<file path="src/slt_pkg.sv">
// shared types, codes and keyword table of the lox scanner
package slt_pkg;

	typedef enum logic [7:0] {
		M_IDLE    = 8'b0000_0001,
		M_OPER    = 8'b0000_0010,
		M_COMMENT = 8'b0000_0100,
		M_STRING  = 8'b0000_1000,
		M_INT     = 8'b0001_0000,
		M_DOT     = 8'b0010_0000,
		M_FRAC    = 8'b0100_0000,
		M_IDENT   = 8'b1000_0000
	} mode_t;

	typedef enum logic [2:0] {
		OP_NONE    = 3'd0,
		OP_BANG    = 3'd1,
		OP_EQUAL   = 3'd2,
		OP_LESS    = 3'd3,
		OP_GREATER = 3'd4,
		OP_SLASH   = 3'd5
	} op_t;

	localparam logic [5:0] K_DOT    = 6'd5;
	localparam logic [5:0] K_BANG   = 6'd10;
	localparam logic [5:0] K_EQUAL  = 6'd12;
	localparam logic [5:0] K_LESS   = 6'd14;
	localparam logic [5:0] K_GREAT  = 6'd16;
	localparam logic [5:0] K_SLASH  = 6'd18;
	localparam logic [5:0] K_STRING = 6'd19;
	localparam logic [5:0] K_NUMBER = 6'd20;
	localparam logic [5:0] K_IDENT  = 6'd21;
	localparam logic [5:0] K_KW0    = 6'd22;
	localparam logic [5:0] K_END    = 6'd38;
	localparam logic [5:0] K_BAD    = 6'd39;
	localparam logic [5:0] K_UNTERM = 6'd40;

	localparam logic [47:0] KW_TEXT [16] = '{
		48'h0000_00646E61, 48'h0073_73616C63, 48'h0000_65736C65, 48'h0065_736C6166,
		48'h0000_00726F66, 48'h0000_006E7566, 48'h0000_00006669, 48'h0000_006C696E,
		48'h0000_0000726F, 48'h0074_6E697270, 48'h6E72_75746572, 48'h0072_65707573,
		48'h0000_73696874, 48'h0000_65757274, 48'h0000_00726176, 48'h0065_6C696877
	};
	localparam logic [2:0] KW_LEN [16] = '{
		3'd3, 3'd5, 3'd4, 3'd5, 3'd3, 3'd3, 3'd2, 3'd3,
		3'd2, 3'd5, 3'd6, 3'd5, 3'd4, 3'd4, 3'd3, 3'd5
	};

	function automatic logic [5:0] ident_kind(input logic [47:0] buf_v, input logic [2:0] len);
		logic [5:0] k;
		k = K_IDENT;
		for (int i = 0; i < 16; i++) begin
			if (len == KW_LEN[i] && buf_v == KW_TEXT[i])
				k = K_KW0 + 6'(i);
		end
		return k;
	endfunction

	function automatic logic [4:0] punct_code(input logic [7:0] c);
		logic [4:0] r;
		case (c)
			8'h28: r = 5'h10;
			8'h29: r = 5'h11;
			8'h7B: r = 5'h12;
			8'h7D: r = 5'h13;
			8'h2C: r = 5'h14;
			8'h2E: r = 5'h15;
			8'h2D: r = 5'h16;
			8'h2B: r = 5'h17;
			8'h3B: r = 5'h18;
			8'h2A: r = 5'h19;
			default: r = 5'h00;
		endcase
		return r;
	endfunction

	function automatic logic is_digit(input logic [7:0] c);
		return c >= 8'h30 && c <= 8'h39;
	endfunction

	function automatic logic is_alpha(input logic [7:0] c);
		return (c >= 8'h61 && c <= 8'h7A) || (c >= 8'h41 && c <= 8'h5A) || c == 8'h5F;
	endfunction

endpackage

</file>
<file path="src/slt_ifs.sv">
// byte and token channel interfaces
interface slt_in_if;
	logic       valid;
	logic       ready;
	logic [7:0] ch;
	logic       end_of_input;
	modport source(output valid, ch, end_of_input, input ready);
	modport sink(input valid, ch, end_of_input, output ready);
endinterface

interface slt_out_if #(
	parameter int PB = 20,
	parameter int LB = 16
);
	logic          valid;
	logic          ready;
	logic [5:0]    token_kind;
	logic [PB-1:0] start_pos;
	logic [PB-1:0] length;
	logic [LB-1:0] line;
	logic          last;
	modport source(output valid, token_kind, start_pos, length, line, last, input ready);
	modport sink(input valid, token_kind, start_pos, length, line, last, output ready);
endinterface

</file>
<file path="src/slt_scan.sv">
// front end: scans one byte per cycle, unless the group queue is full, into a group of up to three tokens
module slt_scan #(
	parameter int PB = 20,
	parameter int LB = 16,
	parameter int GW = 3 * (6 + 2 * PB + LB) + 2
) (
	input  logic          clk,
	input  logic          arst_n,
	slt_in_if.sink        rx,
	input  logic          full,
	output logic          push,
	output logic [GW-1:0] grp,
	output logic [PB-1:0] cur_pos
);
	typedef struct packed {
		logic [5:0]    kind;
		logic [PB-1:0] start;
		logic [PB-1:0] len;
		logic [LB-1:0] line;
	} tok_t;
	typedef struct packed {
		tok_t [2:0] slot;
		logic [1:0] cnt;
	} grp_t;

	localparam logic [PB-1:0] POS_MAX  = '1;
	localparam logic [LB-1:0] LINE_MAX = '1;

	slt_pkg::mode_t mode_q, mode_d;
	slt_pkg::op_t   op_q, op_d;
	logic [PB-1:0]  pos_q, start_q, start_d;
	logic [LB-1:0]  line_q, line_d;
	logic [47:0]    kw_q, kw_d;
	logic [2:0]     idl_q, idl_d;
	grp_t           g;
	logic           fresh, take;
	logic [7:0]     c;
	logic [PB-1:0]  diff, cm1, dlen, slen;
	logic [4:0]     pc;

	assign rx.ready = !full;
	assign take     = rx.valid && rx.ready;
	assign c        = rx.ch;
	assign cur_pos  = pos_q;
	assign pc       = slt_pkg::punct_code(c);
	assign diff     = (pos_q >= start_q) ? pos_q - start_q : '0;
	assign cm1      = (pos_q != '0) ? pos_q - PB'(1) : '0;
	assign dlen     = (cm1 >= start_q) ? cm1 - start_q : '0;
	assign slen     = (diff == POS_MAX) ? POS_MAX : diff + PB'(1);

	always_comb begin
		g       = '0;
		fresh   = 1'b0;
		mode_d  = mode_q;
		op_d    = op_q;
		start_d = start_q;
		line_d  = line_q;
		kw_d    = kw_q;
		idl_d   = idl_q;
		for (int i = 0; i < 3; i++) g.slot[i].line = line_q;
		if (rx.end_of_input) begin
			unique case (mode_q)
				slt_pkg::M_OPER: begin
					g.slot[g.cnt].kind  = (op_q == slt_pkg::OP_BANG) ? slt_pkg::K_BANG :
						(op_q == slt_pkg::OP_EQUAL) ? slt_pkg::K_EQUAL :
						(op_q == slt_pkg::OP_LESS) ? slt_pkg::K_LESS :
						(op_q == slt_pkg::OP_GREATER) ? slt_pkg::K_GREAT : slt_pkg::K_SLASH;
					g.slot[g.cnt].start = start_q;
					g.slot[g.cnt].len   = PB'(1);
					g.cnt = g.cnt + 2'd1;
				end
				slt_pkg::M_STRING: begin
					g.slot[g.cnt].kind  = slt_pkg::K_UNTERM;
					g.slot[g.cnt].start = start_q;
					g.slot[g.cnt].len   = diff;
					g.cnt = g.cnt + 2'd1;
				end
				slt_pkg::M_INT, slt_pkg::M_FRAC: begin
					g.slot[g.cnt].kind  = slt_pkg::K_NUMBER;
					g.slot[g.cnt].start = start_q;
					g.slot[g.cnt].len   = diff;
					g.cnt = g.cnt + 2'd1;
				end
				slt_pkg::M_DOT: begin
					g.slot[0].kind  = slt_pkg::K_NUMBER;
					g.slot[0].start = start_q;
					g.slot[0].len   = dlen;
					g.slot[1].kind  = slt_pkg::K_DOT;
					g.slot[1].start = cm1;
					g.slot[1].len   = PB'(1);
					g.cnt = 2'd2;
				end
				slt_pkg::M_IDENT: begin
					g.slot[g.cnt].kind  = (idl_q > 3'd6) ? slt_pkg::K_IDENT :
						slt_pkg::ident_kind(kw_q, idl_q);
					g.slot[g.cnt].start = start_q;
					g.slot[g.cnt].len   = diff;
					g.cnt = g.cnt + 2'd1;
				end
				default: ;
			endcase
			g.slot[g.cnt].kind  = slt_pkg::K_END;
			g.slot[g.cnt].start = pos_q;
			g.slot[g.cnt].len   = '0;
			g.cnt   = g.cnt + 2'd1;
			mode_d  = slt_pkg::M_IDLE;
			op_d    = slt_pkg::OP_NONE;
			start_d = '0;
			line_d  = LB'(1);
			kw_d    = '0;
			idl_d   = '0;
		end else begin
			unique case (mode_q)
				slt_pkg::M_OPER: begin
					if (op_q == slt_pkg::OP_SLASH) begin
						if (c == 8'h2F) begin
							mode_d = slt_pkg::M_COMMENT;
							op_d   = slt_pkg::OP_NONE;
						end else begin
							g.slot[0].kind  = slt_pkg::K_SLASH;
							g.slot[0].start = start_q;
							g.slot[0].len   = PB'(1);
							g.cnt = 2'd1;
							fresh = 1'b1;
						end
					end else begin
						g.slot[0].kind  = (op_q == slt_pkg::OP_BANG) ? slt_pkg::K_BANG :
							(op_q == slt_pkg::OP_EQUAL) ? slt_pkg::K_EQUAL :
							(op_q == slt_pkg::OP_LESS) ? slt_pkg::K_LESS : slt_pkg::K_GREAT;
						g.slot[0].start = start_q;
						g.cnt = 2'd1;
						if (c == 8'h3D) begin
							g.slot[0].kind = g.slot[0].kind + 6'd1;
							g.slot[0].len  = PB'(2);
							mode_d = slt_pkg::M_IDLE;
							op_d   = slt_pkg::OP_NONE;
						end else begin
							g.slot[0].len = PB'(1);
							fresh = 1'b1;
						end
					end
				end
				slt_pkg::M_COMMENT: begin
					if (c == 8'h0A) begin
						if (line_q != LINE_MAX) line_d = line_q + LB'(1);
						mode_d = slt_pkg::M_IDLE;
					end
				end
				slt_pkg::M_STRING: begin
					if (c == 8'h22) begin
						g.slot[0].kind  = slt_pkg::K_STRING;
						g.slot[0].start = start_q;
						g.slot[0].len   = slen;
						g.cnt  = 2'd1;
						mode_d = slt_pkg::M_IDLE;
					end else if (c == 8'h0A) begin
						if (line_q != LINE_MAX) line_d = line_q + LB'(1);
					end
				end
				slt_pkg::M_INT, slt_pkg::M_FRAC: begin
					if (c == 8'h2E && mode_q == slt_pkg::M_INT) begin
						mode_d = slt_pkg::M_DOT;
					end else if (!slt_pkg::is_digit(c)) begin
						g.slot[0].kind  = slt_pkg::K_NUMBER;
						g.slot[0].start = start_q;
						g.slot[0].len   = diff;
						g.cnt = 2'd1;
						fresh = 1'b1;
					end
				end
				slt_pkg::M_DOT: begin
					if (slt_pkg::is_digit(c)) begin
						mode_d = slt_pkg::M_FRAC;
					end else begin
						g.slot[0].kind  = slt_pkg::K_NUMBER;
						g.slot[0].start = start_q;
						g.slot[0].len   = dlen;
						g.slot[1].kind  = slt_pkg::K_DOT;
						g.slot[1].start = cm1;
						g.slot[1].len   = PB'(1);
						g.cnt = 2'd2;
						fresh = 1'b1;
					end
				end
				slt_pkg::M_IDENT: begin
					if (slt_pkg::is_alpha(c) || slt_pkg::is_digit(c)) begin
						if (idl_q < 3'd6) begin
							kw_d[idl_q*8 +: 8] = c;
							idl_d = idl_q + 3'd1;
						end else begin
							idl_d = 3'd7;
						end
					end else begin
						g.slot[0].kind  = (idl_q > 3'd6) ? slt_pkg::K_IDENT :
							slt_pkg::ident_kind(kw_q, idl_q);
						g.slot[0].start = start_q;
						g.slot[0].len   = diff;
						g.cnt = 2'd1;
						fresh = 1'b1;
					end
				end
				default: fresh = 1'b1;
			endcase
			if (fresh) begin
				mode_d  = slt_pkg::M_IDLE;
				op_d    = slt_pkg::OP_NONE;
				start_d = pos_q;
				g.slot[g.cnt].start = pos_q;
				g.slot[g.cnt].len   = PB'(1);
				if (pc[4]) begin
					g.slot[g.cnt].kind = 6'(pc[3:0]);
					g.cnt = g.cnt + 2'd1;
				end else begin
					case (c)
						8'h20, 8'h0D, 8'h09: ;
						8'h0A: if (line_q != LINE_MAX) line_d = line_q + LB'(1);
						8'h21: begin mode_d = slt_pkg::M_OPER; op_d = slt_pkg::OP_BANG; end
						8'h3D: begin mode_d = slt_pkg::M_OPER; op_d = slt_pkg::OP_EQUAL; end
						8'h3C: begin mode_d = slt_pkg::M_OPER; op_d = slt_pkg::OP_LESS; end
						8'h3E: begin mode_d = slt_pkg::M_OPER; op_d = slt_pkg::OP_GREATER; end
						8'h2F: begin mode_d = slt_pkg::M_OPER; op_d = slt_pkg::OP_SLASH; end
						8'h22: mode_d = slt_pkg::M_STRING;
						default: begin
							if (slt_pkg::is_digit(c)) begin
								mode_d = slt_pkg::M_INT;
							end else if (slt_pkg::is_alpha(c)) begin
								mode_d = slt_pkg::M_IDENT;
								kw_d   = {40'd0, c};
								idl_d  = 3'd1;
							end else begin
								g.slot[g.cnt].kind = slt_pkg::K_BAD;
								g.cnt = g.cnt + 2'd1;
							end
						end
					endcase
				end
			end
		end
	end

	assign push = take && (g.cnt != 2'd0);
	assign grp  = g;

	always_ff @(posedge clk or negedge arst_n) begin
		if (!arst_n) begin
			mode_q  <= slt_pkg::M_IDLE;
			op_q    <= slt_pkg::OP_NONE;
			pos_q   <= '0;
			start_q <= '0;
			line_q  <= LB'(1);
			kw_q    <= '0;
			idl_q   <= '0;
		end else if (take) begin
			mode_q  <= mode_d;
			op_q    <= op_d;
			start_q <= start_d;
			line_q  <= line_d;
			kw_q    <= kw_d;
			idl_q   <= idl_d;
			if (rx.end_of_input) pos_q <= '0;
			else if (pos_q != POS_MAX) pos_q <= pos_q + PB'(1);
		end
	end
endmodule

</file>
<file path="src/slt_fifo.sv">
// two-entry queue of token groups between scanner and emitter
module slt_fifo #(
	parameter int GW = 200
) (
	input  logic          clk,
	input  logic          arst_n,
	input  logic          push,
	input  logic [GW-1:0] wdata,
	input  logic          pop,
	output logic [GW-1:0] rdata,
	output logic          full,
	output logic          empty
);
	logic [GW-1:0] mem [2];
	logic          wp_q, rp_q;
	logic [1:0]    cnt_q;

	assign full  = cnt_q == 2'd2;
	assign empty = cnt_q == 2'd0;
	assign rdata = mem[rp_q];

	always_ff @(posedge clk) begin
		if (push) mem[wp_q] <= wdata;
	end

	always_ff @(posedge clk or negedge arst_n) begin
		if (!arst_n) begin
			wp_q  <= 1'b0;
			rp_q  <= 1'b0;
			cnt_q <= 2'd0;
		end else begin
			if (push) wp_q <= !wp_q;
			if (pop) rp_q <= !rp_q;
			cnt_q <= cnt_q + 2'(push) - 2'(pop);
		end
	end
endmodule

</file>
<file path="src/slt_emit.sv">
// back end: splits token groups into single output beats
module slt_emit #(
	parameter int PB = 20,
	parameter int LB = 16,
	parameter int GW = 3 * (6 + 2 * PB + LB) + 2
) (
	input  logic          clk,
	input  logic          arst_n,
	input  logic [GW-1:0] head,
	input  logic          empty,
	output logic          pop,
	slt_out_if.source     tx
);
	typedef struct packed {
		logic [5:0]    kind;
		logic [PB-1:0] start;
		logic [PB-1:0] len;
		logic [LB-1:0] line;
	} tok_t;
	typedef struct packed {
		tok_t [2:0] slot;
		logic [1:0] cnt;
	} grp_t;

	grp_t       grp_q;
	logic       have_q, vld_q, last_q, adv, fin;
	logic [1:0] idx_q;
	tok_t       out_q;

	assign adv = !vld_q || tx.ready;
	assign fin = have_q && adv && (idx_q == grp_q.cnt - 2'd1);
	assign pop = !empty && (!have_q || fin);

	always_ff @(posedge clk) begin
		if (pop) grp_q <= grp_t'(head);
		if (adv && have_q) begin
			out_q  <= grp_q.slot[idx_q];
			last_q <= idx_q == grp_q.cnt - 2'd1;
		end
	end

	always_ff @(posedge clk or negedge arst_n) begin
		if (!arst_n) begin
			have_q <= 1'b0;
			vld_q  <= 1'b0;
			idx_q  <= 2'd0;
		end else begin
			if (adv) vld_q <= have_q;
			if (pop) begin
				have_q <= 1'b1;
				idx_q  <= 2'd0;
			end else if (fin) begin
				have_q <= 1'b0;
			end else if (adv && have_q) begin
				idx_q <= idx_q + 2'd1;
			end
		end
	end

	assign tx.valid      = vld_q;
	assign tx.token_kind = out_q.kind;
	assign tx.start_pos  = out_q.start;
	assign tx.length     = out_q.len;
	assign tx.line       = out_q.line;
	assign tx.last       = last_q;
endmodule

</file>
<file path="src/script_lexer_tokenizer.sv">
// top level of the lox scanner: scanner, group queue and token emitter
// a token is registered in the group queue, then the emitter's group and output registers
// throughput: one byte per cycle while each byte yields at most one token and tx is ready
// bytes finishing up to three tokens can stall rx; emitter drains one beat per ready cycle
// reset: async, clears mode, position, line (to one), the group queue and the emitter
module script_lexer_tokenizer #(
	parameter int POSITION_BITS = 20,
	parameter int LINE_BITS     = 16
) (
	input logic       clk,
	input logic       arst_n,
	slt_in_if.sink    rx,
	slt_out_if.source tx
);
	localparam int GW = 3 * (6 + 2 * POSITION_BITS + LINE_BITS) + 2;

	logic                     push, pop, full, empty;
	logic [GW-1:0]            wgrp, rgrp;
	logic [POSITION_BITS-1:0] cur_pos;

	slt_scan #(.PB(POSITION_BITS), .LB(LINE_BITS), .GW(GW)) u_scan (
		.clk, .arst_n, .rx, .full, .push, .grp(wgrp), .cur_pos
	);

	slt_fifo #(.GW(GW)) u_fifo (
		.clk, .arst_n, .push, .wdata(wgrp), .pop, .rdata(rgrp), .full, .empty
	);

	slt_emit #(.PB(POSITION_BITS), .LB(LINE_BITS), .GW(GW)) u_emit (
		.clk, .arst_n, .head(rgrp), .empty, .pop, .tx
	);

	a_no_overflow: assert property (@(posedge clk) disable iff (!arst_n) push |-> !full)
		else $error("group pushed into full queue");
	a_no_underflow: assert property (@(posedge clk) disable iff (!arst_n) pop |-> !empty)
		else $error("group popped from empty queue");
	a_end_restart: assert property (@(posedge clk) disable iff (!arst_n)
		rx.valid && rx.ready && rx.end_of_input |=> cur_pos == '0)
		else $error("position not restarted after end of input");
endmodule
</file>
<file path="src/flat_wrapper.sv">
// flat-port wrapper written by rule: the top's interface ports become plain ports
module script_lexer_tokenizer_flat 
#(
	parameter int POSITION_BITS = 20,
	parameter int LINE_BITS     = 16
)
  (clk, arst_n, rx_valid, rx_ch, rx_end_of_input, rx_ready, tx_valid, tx_token_kind, tx_start_pos, tx_length, tx_line, tx_last, tx_ready);
  slt_in_if rx_i ();
  slt_out_if tx_i ();
  input logic clk;
  input logic arst_n;
  input wire logic [$bits(rx_i.valid)-1:0] rx_valid;
  input wire logic [$bits(rx_i.ch)-1:0] rx_ch;
  input wire logic [$bits(rx_i.end_of_input)-1:0] rx_end_of_input;
  output wire logic [$bits(rx_i.ready)-1:0] rx_ready;
  output wire logic [$bits(tx_i.valid)-1:0] tx_valid;
  output wire logic [$bits(tx_i.token_kind)-1:0] tx_token_kind;
  output wire logic [$bits(tx_i.start_pos)-1:0] tx_start_pos;
  output wire logic [$bits(tx_i.length)-1:0] tx_length;
  output wire logic [$bits(tx_i.line)-1:0] tx_line;
  output wire logic [$bits(tx_i.last)-1:0] tx_last;
  input wire logic [$bits(tx_i.ready)-1:0] tx_ready;
  assign rx_i.valid = rx_valid;
  assign rx_i.ch = rx_ch;
  assign rx_i.end_of_input = rx_end_of_input;
  assign rx_ready = rx_i.ready;
  assign tx_valid = tx_i.valid;
  assign tx_token_kind = tx_i.token_kind;
  assign tx_start_pos = tx_i.start_pos;
  assign tx_length = tx_i.length;
  assign tx_line = tx_i.line;
  assign tx_last = tx_i.last;
  assign tx_i.ready = tx_ready;
  script_lexer_tokenizer #(.POSITION_BITS(POSITION_BITS), .LINE_BITS(LINE_BITS)) u_core (.clk(clk), .arst_n(arst_n), .rx(rx_i), .tx(tx_i));
endmodule
</file>
<file path="config.mk">
export PLATFORM = sky130hd
export DESIGN_NAME = script_lexer_tokenizer_flat
export DESIGN_NICKNAME = d
export VERILOG_FILES = /design/src/slt_pkg.sv /design/src/slt_ifs.sv /design/src/slt_scan.sv /design/src/slt_fifo.sv /design/src/slt_emit.sv /design/src/script_lexer_tokenizer.sv /design/src/flat_wrapper.sv
export SDC_FILE = /design/constraint.sdc
export NUM_CORES = 1
export LEC_CHECK = 0
export BUFFER_PORTS_ARGS = -buffer_cell sky130_fd_sc_hd__buf_2
export CORE_MARGIN = 8
export CORE_UTILIZATION = 50
export CTS_CLUSTER_DIAMETER = 80
export DETAILED_ROUTE_END_ITERATION = 12
export PLACE_DENSITY = 0.74
export REMOVE_ABC_BUFFERS = 1
export SLEW_MARGIN = 20
export SYNTH_ARGS = -nofsm -noshare
export SYNTH_HDL_FRONTEND = slang
export SYNTH_SLANG_ARGS = --single-unit
</file>
<file path="constraint.sdc">
create_clock -name clk -period 9.1 [get_ports clk]
set_input_delay 1.82 -clock clk [delete_from_list [all_inputs] [get_ports clk]]
set_output_delay 1.82 -clock clk [all_outputs]
set_load 0.1 [all_outputs]
</file>
==> results.json, run 1 <==
{
  "run_status": "complete, no violations",
  "critPathMaxFanout": 61,
  "cpLargestDelayFamily": "simple AND/OR/NAND/NOR gates",
  "synth_ff_type": "edfxtp_1",
  "setup-tns-final_ns": 0,
  "r2r_setup_slack_ns": 3.07,
  "cpMaxStageDelayCell": "nor4b_2",
  "timing.fmax_mhz": 154.8,
  "timing.reg2reg.worst_path_depth": 19,
  "synth_top_area_share": 0.4466,
  "buffer_ports.inserted": 77,
  "critical_path.max_stage_delay_ns": 0.83,
  "die_h_um": 251.1,
  "clock-root-buffer": "clkbuf_16",
  "fin_util": 0.5616,
  "ys_ff_latch": 537,
  "dp_slack_ns": 2.083,
  "gp_congestion": 0.9297,
  "maxCapViolations": 0,
  "critical_path_class": "in2reg",
  "worstSetupPathDepth": 11,
  "grt_setup_unrepaired": "false",
  "count_of_flip_flops_with_a_built_in_enable_after_synthesis": 411,
  "cts_tree": "done",
  "worst_path_bufs_invs": 3,
  "grt_antenna_before_repair": 0,
  "timing_worst_slew_pin_value_ns": 1.115,
  "cts-resized-gates": 0,
  "hpwl_mm": 49.66,
  "final.fill_count": 4532,
  "reg_to_reg_endpoint": "u_core.u_fifo.mem[0][19]",
  "clk_latency_ns": 0.62,
  "worstPathRequired_ns": 9.37,
  "globalRoute.totalOverflow": 0,
  "clk_transition_reported_paths_ns": 0.06,
  "final_cell_area_um2": 30820,
  "power.switching_w": 0.004691,
  "synthesis.instances": 2422,
  "placement_cell_area_um2": 28660,
  "floorplan.core_area_um2": 54880,
  "antennaDiodeCount": 0,
  "critical_r2r_launch": "u_core.u_scan.cur_pos[0]",
  "relSlewSlack": 0.2518,
  "seq_power_share": 0.327,
  "drc": 0,
  "first_global_vias": 19810,
  "power.internal_w": 0.006432,
  "rows": 86,
  "average_instance_area_after_synthesis_um2": 11.41,
  "maxSlewViolCount": 0,
  "setup.worst_path.start": "rx_ch[5]",
  "synth_area_um2": 27630,
  "critical_path.startpoint_type": "input port",
  "drive_above_1_share": 0.1489,
  "firstDrtPassIters": 7,
  "cts-buffers-inserted": 56,
  "ffs_w_async_s_r_synth": 0.2346,
  "power_density_nw_per_um2": 360.9,
  "final_critical_path_share_of_the_clock_period": 0.7098,
  "routed_wl_mm": 72.40,
  "route.detailed.vias_per_inst": 6.310,
  "hold_buffers": 0,
  "count_leader_synth": "edfxtp_1",
  "finalHoldViolCount": 0,
  "routed-via-count": 20210,
  "register_area_um2": 15500,
  "ioPinCount": 78,
  "post-route-min-period_ns": 6.459,
  "grtUsageTotal": 0.2249,
  "multi_input_area_um2": 11490,
  "power_switching_share": 0.4217,
  "clock_tree.buffer_depth": 3,
  "crit_arrival_ns": 6.73,
  "yosysUniqueCellTypes": 97,
  "initialDrtViolationCount": 2127,
  "layout.nets": 2528,
  "power.combinational.fraction": 0.442,
  "start_util": 0.5035,
  "yosys.area.top_type": "edfxtp_1",
  "post_cts_setup_buffers": 0,
  "grt_start_max_net_pins": 71,
  "chip_width_um": 251.1,
  "critPathCapture": "u_core.u_fifo.mem[1][56]",
  "synth_warnings": 0,
  "critical_path_cell_by_cell": "buf_2, nor4b_2, nand3_1, nor2_1, nor3_1, ha_1, inv_1, o311ai_1, o31a_1, and2_4, buf_12",
  "postRouteAntennaNets": 0,
  "cts_max_level": 2,
  "max-vdd-ir-drop_mv": 0.2529,
  "synth_top_cells_by_area": "edfxtp_1 (45%), dfrtp_1 (11%), mux2_2 (4.8%)",
  "leakage_nw": 11.26,
  "critical_path.endpoint_type": "flop",
  "clockPowerShare": 0.231,
  "worst_clock_skew_ns": 0.03239,
  "route.detailed.wl_per_inst_um": 22.60,
  "worstHoldPathType": "reg2reg",
  "finalSetupViolCount": 0,
  "synth_common_cells": "edfxtp_1 (411), nand2_1 (247), o21ai_0 (141)",
  "fin_ws_ns": 2.641,
  "grt_first_pass_wirelength_mm": 113.6,
  "sequential_fraction_of_the_synthesis_area": 0.5608,
  "fp.dieArea_um2": 63040,
  "cts_num_sinks": 537,
  "area_grow_syn2layout_pct": 11.53
}
## worst min-delay path by stage
stage | from | end | slack, ns | depth (start not counted)
after floorplan | u_core.u_fifo.cnt_q[0] | u_core.u_emit.have_q | 0.46 | 2
after global placement | u_core.u_scan.kw_q[15] | u_core.u_scan.kw_q[15] | 0.48 | 1
after detailed placement | u_core.u_fifo.cnt_q[1] | u_core.u_fifo.cnt_q[1] | 0.49 | 1
after CTS | u_core.u_fifo.cnt_q[1] | u_core.u_fifo.cnt_q[1] | 0.50 | 1
after global routing | u_core.u_emit.grp_q[137] | u_core.u_emit.tx.line[11] | 0.54 | 1
final | u_core.u_fifo.cnt_q[1] | u_core.u_fifo.cnt_q[1] | 0.50 | 1
## cells by family (layout without fill, tap and decap cells)
| logic type | after synthesis | after routing | synth area share |
|---|---|---|---|
| adders and majority gates | 63 | 63 | 0.02907 |
| buffers and inverters | 184 | 261 | 0.02572 |
| AOI/OAI and AO/OA | 576 | 576 | 0.1430 |
| DFF | 537 | 537 | 0.5608 |
| muxes | 149 | 149 | 0.05936 |
| xor gates and xnor gates | 75 | 75 | 0.02377 |
| and+or+nand+nor | 838 | 838 | 0.1582 |
## flip-flops by register name, summed over array words and instances, names as in the netlist, 6 cells and up
| register | cells |
|---|---|
| u_core.u_emit.grp_q | 116 |
| u_core.u_emit.tx.length | 20 |
| u_core.u_emit.tx.line | 16 |
| u_core.u_emit.tx.start_pos | 20 |
| u_core.u_emit.tx.token_kind | 6 |
| u_core.u_fifo.mem | 232 |
| u_core.u_scan.cur_pos | 20 |
| u_core.u_scan.kw_q | 48 |
| u_core.u_scan.line_q | 16 |
| u_core.u_scan.mode_q | 8 |
| u_core.u_scan.start_q | 20 |
## routing by layer
metal | global-route usage | up-vias | share of wire
li1 | - | 9273 | -
met1 | 0.3252 | 9888 | 0.45
met2 | 0.3512 | 901 | 0.45
met3 | 0.03408 | 150 | 0.077
met4 | 0.06352 | 0 | 0.026
met5 | 0 | - | 0
## layout by cell type, fill, tap and decap left out, types with 17 or more instances in the layout
cell,synthesis,final
a21o_1,17,17
a21oi_1,96,94
a221oi_1,17,17
a22o_1,65,65
a22oi_1,38,38
a31oi_1,18,18
and2_1,77,76
and3_1,19,19
buf_2,3,76
buf_4,2,24
clkbuf_16,0,61
dfrtp_1,124,122
edfxtp_1,411,411
ha_1,61,61
inv_1,54,54
mux2_2,119,119
mux2i_1,30,30
nand2_1,247,247
nand2b_1,19,19
nand3_1,72,72
nand4_1,30,30
nor2_1,136,135
nor2b_1,29,26
nor3_1,55,55
nor4_1,29,29
o21ai_0,141,140
o221ai_1,17,17
o22ai_1,29,29
o31ai_1,21,21
or3_1,23,23
xnor2_1,41,41
xor2_1,34,34
## per-stage QoR
stage          hold slack (ns)  total power [W]  std cells
3_3_place_gp            0.4804         0.008402       3098
3_5_place_dp            0.4922         0.008496       3098
2_1_floorplan           0.4553         0.007259       2292
4_1_cts                 0.5017          0.01111       3203
6_report                0.5036          0.01112       3203
5_1_grt                 0.5381          0.01164       3203
## power groups by stage
stage                     logic (W)  clock network (W)  registers (W)
after floorplan             0.00268                  0        0.00458
after global placement      0.00474                  0        0.00366
after detailed placement    0.00481                  0        0.00369
after CTS                   0.00485            0.00262        0.00364
after global routing        0.00524            0.00271        0.00370
final                       0.00491            0.00257        0.00364
## layout make-up
class | instances | share of cell area
clock inverter | 35 | 0.01738
clock buffer | 70 | 0.05225
multi-input combinational | 1701 | 0.3727
sequential | 537 | 0.5030
timing repair buffer | 102 | 0.01949
tap | 704 | 0.02858
inverter | 54 | 0.006577
Note: power is estimated with default switching activity, not from simulation.
==> inputs of run 2 (changes only) <==
--- a/config.mk
+++ b/config.mk
@@ -5,6 +5,7 @@
 export SDC_FILE = /design/constraint.sdc
 export NUM_CORES = 1
 export LEC_CHECK = 0
+export ABC_AREA = 1
 export BUFFER_PORTS_ARGS = -buffer_cell sky130_fd_sc_hd__buf_2
 export CORE_MARGIN = 8
 export CORE_UTILIZATION = 50
==> constraint.sdc (replaced) <==
create_clock -name clk -period 5.54 [get_ports clk]
set_input_delay 1.108 -clock clk [delete_from_list [all_inputs] [get_ports clk]]
set_output_delay 1.108 -clock clk [all_outputs]
set_load 0.1 [all_outputs]
==> run 2 against run 1 <==
  * Via count is 15% higher
  * Global-route usage is 1.5 points higher
  * Largest power group unchanged
  * Cell count is 25% higher
  * Register-to-register slack worse by 2.2 ns
  * Utilization is 0.42 points lower
  * Count of clock-buffer cells in the layout is 1 lower
  * Power is 74% higher
  * Clock skew is 0.0082 ns lower
  * Combinational power is 91% higher
  * Sequential share of layout area is 1.7 points lower
==> results.json, run 2 <==
{
  "timing.reg2reg.worst_path_depth": 25,
  "final_common_cell": "nand2_1",
  "register_area_um2": 15500,
  "antennaDiodeCount": 0,
  "worstHoldPathType": "reg2reg",
  "synth_top_area_share": 0.4293,
  "finalSetupViolCount": 0,
  "registers.top_by_ff_count": "u_core.u_fifo.mem",
  "timing.fmax_mhz": 212.5,
  "ffs_w_async_s_r_synth": 0.2346,
  "critical_path.endpoint_type": "flop",
  "maxCapViolations": 0,
  "route.detailed.vias_per_inst": 5.832,
  "chip_width_um": 255.8,
  "grt_antenna_before_repair": 0,
  "count_of_flip_flops_with_a_built_in_enable_after_synthesis": 411,
  "postRouteAntennaNets": 0,
  "layout.nets": 3259,
  "cts-buffers-inserted": 56,
  "max-vdd-ir-drop_mv": 0.4065,
  "largestRegisters": "u_core.u_fifo.mem (232), u_core.u_emit.grp_q (116), u_core.u_scan.kw_q (48)",
  "synth_warnings": 0,
  "clk_transition_reported_paths_ns": 0.06,
  "gp_congestion": 1.020,
  "fin_ws_ns": 0.8331,
  "rows": 88,
  "cts_max_level": 2,
  "grt_setup_unrepaired": "false",
  "first_global_vias": 22460,
  "yosysUniqueCellTypes": 61,
  "timing_worst_slew_pin_value_ns": 1.099,
  "whs_path_depth": 2,
  "grt_first_pass_wirelength_mm": 126.4,
  "setup.worst_path.start": "u_core.u_scan.cur_pos[1]",
  "clock-root-buffer": "clkbuf_16",
  "drive_above_1_share": 0.1155,
  "synth_common_cells": "nand2_1 (575), edfxtp_1 (411), inv_1 (382)",
  "r2r_setup_slack_ns": 0.83,
  "cts_tree": "done",
  "drc": 0,
  "final_critical_path_share_of_the_clock_period": 0.8496,
  "synth_ff_type": "edfxtp_1",
  "dp_slack_ns": 0.7632,
  "post-route-min-period_ns": 4.707,
  "critPathMaxFanout": 11,
  "finalHoldViolCount": 0,
  "yosys.area.top_type": "edfxtp_1",
  "critical_path_class": "reg2reg",
  "multi_input_area_um2": 11310,
  "post_cts_setup_buffers": 0,
  "buffer_ports.inserted": 77,
  "route.detailed.wl_per_inst_um": 20.33,
  "crit_arrival_ns": 5.05,
  "final.fill_count": 5110,
  "hpwl_mm": 58.00,
  "worstPathRequired_ns": 5.88,
  "cts-resized-gates": 0,
  "count_leader_synth": "nand2_1",
  "worstHoldEndpoint": "u_core.u_fifo.wp_q",
  "maxSlewViolCount": 0,
  "average_instance_area_after_synthesis_um2": 9.218,
  "fp.dieArea_um2": 65430,
  "ys_ff_latch": 537,
  "grtUsageTotal": 0.2398,
  "post-layout-total-power_w": 0.01940,
  "largest_reg_flops": 232,
  "most-common-layout-cells": "nand2_1 (575), edfxtp_1 (411), inv_1 (380)",
  "critical_r2r_launch": "u_core.u_scan.cur_pos[1]",
  "firstDrtPassIters": 6,
  "run_status": "complete, no violations",
  "leakage_nw": 13.23,
  "cts_num_sinks": 537,
  "ioPinCount": 78,
  "floorplan.core_area_um2": 57250,
  "power_density_nw_per_um2": 607.8,
  "synth_area_um2": 28750,
  "reg_to_reg_endpoint": "u_core.u_fifo.mem[0][36]",
  "routed_wl_mm": 81.21,
  "clock_tree.buffer_depth": 3,
  "grt_start_max_net_pins": 80,
  "initialDrtViolationCount": 2278,
  "hold_buffers": 0,
  "area_grow_syn2layout_pct": 11.00,
  "hold_wc_startpoint": "u_core.u_fifo.wp_q",
  "sequential_fraction_of_the_synthesis_area": 0.5390,
  "die_h_um": 255.8,
  "routed-via-count": 23300,
  "clk_latency_ns": 0.63,
  "start_util": 0.5022,
  "relSlewSlack": 0.2658,
  "synthesis.instances": 3119,
  "worst_clock_skew_ns": 0.02415,
  "critical_path.startpoint_type": "flop",
  "globalRoute.totalOverflow": 0,
  "synth_top_cells_by_area": "edfxtp_1 (43%), dfrtp_1 (11%), nand2_1 (7.5%)"
}
-- run 2: cell types whose count changed in the layout (fill, tap and decap cells not counted), sizes merged, moves of 38 or more --
| cell | previous run | this run |
|---|---|---|
| inv | 57 | 393 |
| nand2 | 247 | 580 |
| nor2 | 137 | 370 |
| nand3 | 72 | 175 |
| and2 | 80 | 2 |
| o22ai | 29 | 93 |
| a22o | 65 | 2 |
| a22oi | 38 | 0 |
| nand4 | 30 | 68 |
-- run 2: cells by family after synthesis --
family	Yosys count	synth area share
xor gates and xnor gates	45	0.01371
adders and majority gates	63	0.02794
AOI/OAI and AO/OA	531	0.1096
buffers and inverters	513	0.06858
DFF	537	0.5390
muxes	116	0.04543
and+or+nand+nor	1314	0.1957
-- run 2: final cells by class --
| type | instances | share of cell area |
|---|---|---|
| repair buffers | 124 | 0.02529 |
| clock inverters | 35 | 0.01219 |
| inverters | 395 | 0.04669 |
| multi-input cells | 2069 | 0.3543 |
| clock buffers | 69 | 0.04575 |
| well taps | 765 | 0.02999 |
| flip-flops and latches | 537 | 0.4857 |
-- run 2: worst max-delay path: stages, from the launching register on --
cell	delay, ns
dfrtp_1	0.45
clkinv_1	0.32
ha_1	0.33
nand2_1	0.07
nor2_1	0.04
and3_1	0.17
inv_1	0.27
nand2_1	0.18
ha_1	0.30
fa_1	0.39
inv_1	0.09
nand3_1	0.07
nand2_1	0.15
nand2_1	0.14
nand2_1	0.10
a21oi_1	0.08
o21ai_0	0.44
nand2_1	0.10
nand2_1	0.12
nand2_1	0.08
nand3_1	0.07
nand2_1	0.09
nand4_1	0.08
o21ai_0	0.09
nand2_1	0.09
nand2_1	0.13
-- run 2: worst max path at each step --
stage,endpoint,slack [ns],cells past startpoint
finish,u_core.u_fifo.mem[0][36],0.83,25
global route,u_core.u_fifo.mem[1][36],0.37,25
CTS,u_core.u_fifo.mem[1][28],0.96,23
detailed placement,u_core.u_fifo.mem[0][62],0.76,15
global placement,u_core.u_fifo.mem[0][62],0.83,15
floorplan,u_core.u_fifo.mem[1][0],-3.26,17
-- run 2: through the flow --
step | cells | utilization | hold WS, ns | area [um^2] | setup TNS (ns)
CTS | 3994 | 0.5574 | 0.4756 | 31910 | 0
finish | 3994 | 0.5574 | 0.4826 | 31910 | 0
floorplan | 3001 | - | 0.4419 | 28270 | -721.86
global placement | 3890 | 0.5251 | 0.4546 | 30070 | 0
global route | 3994 | 0.5574 | 0.4885 | 31910 | 0
detailed placement | 3890 | 0.5251 | 0.4596 | 30070 | 0
-- run 2: power breakdown --
group	leakage (nW)	switching [W]	total [W]	internal, W
clock network	0.895	0.00161	0.00378	0.00217
logic	6.68	0.00695	0.00938	0.00243
registers	5.66	0.000380	0.00624	0.00586
total	13.2	0.00894	0.0194	0.0105
-- run 2: metal layers --
layer | track usage | vias up | wire length [um]
li1 | - | 10940 | -
met3 | 0.04090 | 256 | 5876
met2 | 0.4018 | 1043 | 38830
met4 | 0.1068 | 0 | 3837
met1 | 0.3035 | 11060 | 32670
met5 | 0 | - | 0
==> inputs of run 3 (changes only) <==
--- a/config.mk
+++ b/config.mk
@@ -5,13 +5,13 @@
 export SDC_FILE = /design/constraint.sdc
 export NUM_CORES = 1
 export LEC_CHECK = 0
-export ABC_AREA = 1
+export ABC_AREA = 0
 export BUFFER_PORTS_ARGS = -buffer_cell sky130_fd_sc_hd__buf_2
 export CORE_MARGIN = 8
 export CORE_UTILIZATION = 50
 export CTS_CLUSTER_DIAMETER = 80
 export DETAILED_ROUTE_END_ITERATION = 12
-export PLACE_DENSITY = 0.74
+export PLACE_DENSITY = 0.71
 export REMOVE_ABC_BUFFERS = 1
 export SLEW_MARGIN = 20
 export SYNTH_ARGS = -nofsm -noshare
==> constraint.sdc (replaced) <==
create_clock -name clk -period 4.9 [get_ports clk]
set_input_delay 0.98 -clock clk [delete_from_list [all_inputs] [get_ports clk]]
set_output_delay 0.98 -clock clk [all_outputs]
set_load 0.1 [all_outputs]
==> run 3 against run 2 <==
  * Non-clock buffer count is 69 higher
  * Power is 6.0% higher
  * Count of clock-buffer cells in the layout is 1 higher
  * Clock power is 12% higher
  * Critical endpoint is now u_core.u_fifo.mem[1][36]
  * Largest power group unchanged
==> results.json, run 3 (same netlist as run 1, synthesis figures left out) <==
{
  "run_status": "complete, no violations",
  "first_global_vias": 20500,
  "routed_wl_mm": 76.39,
  "clock-root-buffer": "clkbuf_16",
  "maxSlewViolCount": 0,
  "largestRegisters": "u_core.u_fifo.mem (232), u_core.u_emit.grp_q (116), u_core.u_scan.kw_q (48)",
  "grt_first_pass_wirelength_mm": 119.1,
  "cts_tree": "done",
  "clk_transition_reported_paths_ns": 0.07,
  "cpMaxStageDelayCell": "or4_4",
  "critical_path.max_stage_delay_ns": 0.56,
  "registers.top_by_ff_count": "u_core.u_fifo.mem",
  "antennaDiodeCount": 0,
  "final_critical_path_share_of_the_clock_period": 0.9616,
  "drive_above_1_share": 0.1756,
  "fin_ws_ns": 0.1880,
  "finalHoldViolCount": 0,
  "rows": 86,
  "route.detailed.vias_per_inst": 6.270,
  "fin_util": 0.5701,
  "fp.dieArea_um2": 63040,
  "timing.fmax_mhz": 212.2,
  "chip_width_um": 251.1,
  "cpLargestDelayFamily": "simple AND/OR/NAND/NOR gates",
  "grt_antenna_before_repair": 0,
  "grtUsageTotal": 0.2370,
  "relSlewSlack": 0.2254,
  "gp_congestion": 0.9642,
  "firstDrtPassIters": 6,
  "worst_clock_skew_ns": 0.03598,
  "final_common_cell": "edfxtp_1",
  "worstHoldPathType": "in2async",
  "post-route-min-period_ns": 4.712,
  "critPathMaxFanout": 7,
  "grt_start_max_net_pins": 93,
  "area_grow_syn2layout_pct": 13.22,
  "register_area_um2": 15500,
  "clk_latency_ns": 0.64,
  "buffer_ports.inserted": 77,
  "largest_reg_flops": 232,
  "critical_path_cell_by_cell": "or4_4, nor4b_4, and4b_2, buf_4, a21oi_1, ha_1, nor2b_1, o31a_1, o31a_1, or4_1, nand3b_1, a31oi_2, and2_0, a22oi_1, o22ai_1, a31o_2",
  "critical_path_class": "reg2reg",
  "worstPathRequired_ns": 5.27,
  "drc": 0,
  "globalRoute.totalOverflow": 0,
  "start_util": 0.5035,
  "routed-via-count": 20660,
  "postRouteAntennaNets": 0,
  "clock_tree.buffer_depth": 3,
  "max-vdd-ir-drop_mv": 0.4039,
  "dp_slack_ns": 0.03905,
  "initialDrtViolationCount": 1974,
  "layout.nets": 2619,
  "maxCapViolations": 0,
  "route.detailed.wl_per_inst_um": 23.18,
  "most-common-layout-cells": "edfxtp_1 (411), nand2_1 (247), o21ai_0 (141)",
  "final.fill_count": 4571,
  "hpwl_mm": 53.88,
  "cts_num_sinks": 537,
  "leakage_nw": 11.59,
  "die_h_um": 251.1,
  "hold_buffers": 0,
  "crit_top_cell": "o31a_1",
  "floorplan.core_area_um2": 54880,
  "cts_max_level": 2,
  "crit_arrival_ns": 5.08,
  "critical_path.endpoint_type": "flop",
  "cts-buffers-inserted": 56,
  "ioPinCount": 78,
  "timing_worst_slew_pin_value_ns": 1.151,
  "setup-tns-final_ns": 0,
  "finalSetupViolCount": 0,
  "power_density_nw_per_um2": 656.9,
  "worst_path_bufs_invs": 1,
  "multi_input_area_um2": 11510,
  "critical_path.startpoint_type": "flop"
}
## run 3: cell type report
type	instances	area share
repair buffers	193	0.04303
multi-input cells	1701	0.3680
inverters	54	0.006479
clock buffers	70	0.04743
clock inverters	36	0.01140
flip-flops and latches	537	0.4955
well taps	704	0.02815
## run 3: what timing repair did
item,4_1_cts,5_1_grt
endpoints found under the setup margin,5,40
gates resized for setup,1,10
buffers inserted,0,1
pin swaps,0,2
cloned,0,0
## run 3: where the power goes
group	internal, W	total (W)	switching [W]
clock network	0.00238	0.00423	0.00184
registers	0.00627	0.00668	0.000411
logic	0.00307	0.00964	0.00657
total	0.0117	0.0206	0.00883
## run 3: final timing paths
kind / slack [ns] / start / to / cells past startpoint
min in group clk: 0.51 / u_core.u_scan.mode_q[0] / u_core.u_scan.mode_q[0] / 2
setup / recovery: 0.19 / u_core.u_scan.cur_pos[15] / u_core.u_fifo.mem[1][36] / 16
hold reg to reg: 0.51 / u_core.u_scan.mode_q[0] / u_core.u_scan.mode_q[0] / 2
setup reg to reg: 0.19 / u_core.u_scan.cur_pos[15] / u_core.u_fifo.mem[1][36] / 16
max in group asynchronous: 3.51 / arst_n / u_core.u_scan.start_q[18] / 2
hold / removal: 0.45 / arst_n / u_core.u_scan.kw_q[31] / 1
## run 3: layer usage
metal  track usage  vias to the layer above  wire (um)
met5             0                        -          0
met4       0.06252                        0       1726
met3       0.03687                      131       5399
met2        0.3835                      830      35830
met1        0.3322                    10260      33430
li1              -                     9441          -
## run 3: stage by stage
step	power, W	std cells	area [um^2]	hold slack, ns
6_report	0.02055	3295	31290	0.4502
5_1_grt	0.02157	3295	31290	0.5065
4_1_cts	0.02050	3294	31230	0.4519
3_5_place_dp	0.01620	3188	29390	0.4978
3_3_place_gp	0.01612	3188	29380	0.4805
2_1_floorplan	0.01348	2292	27120	0.4553
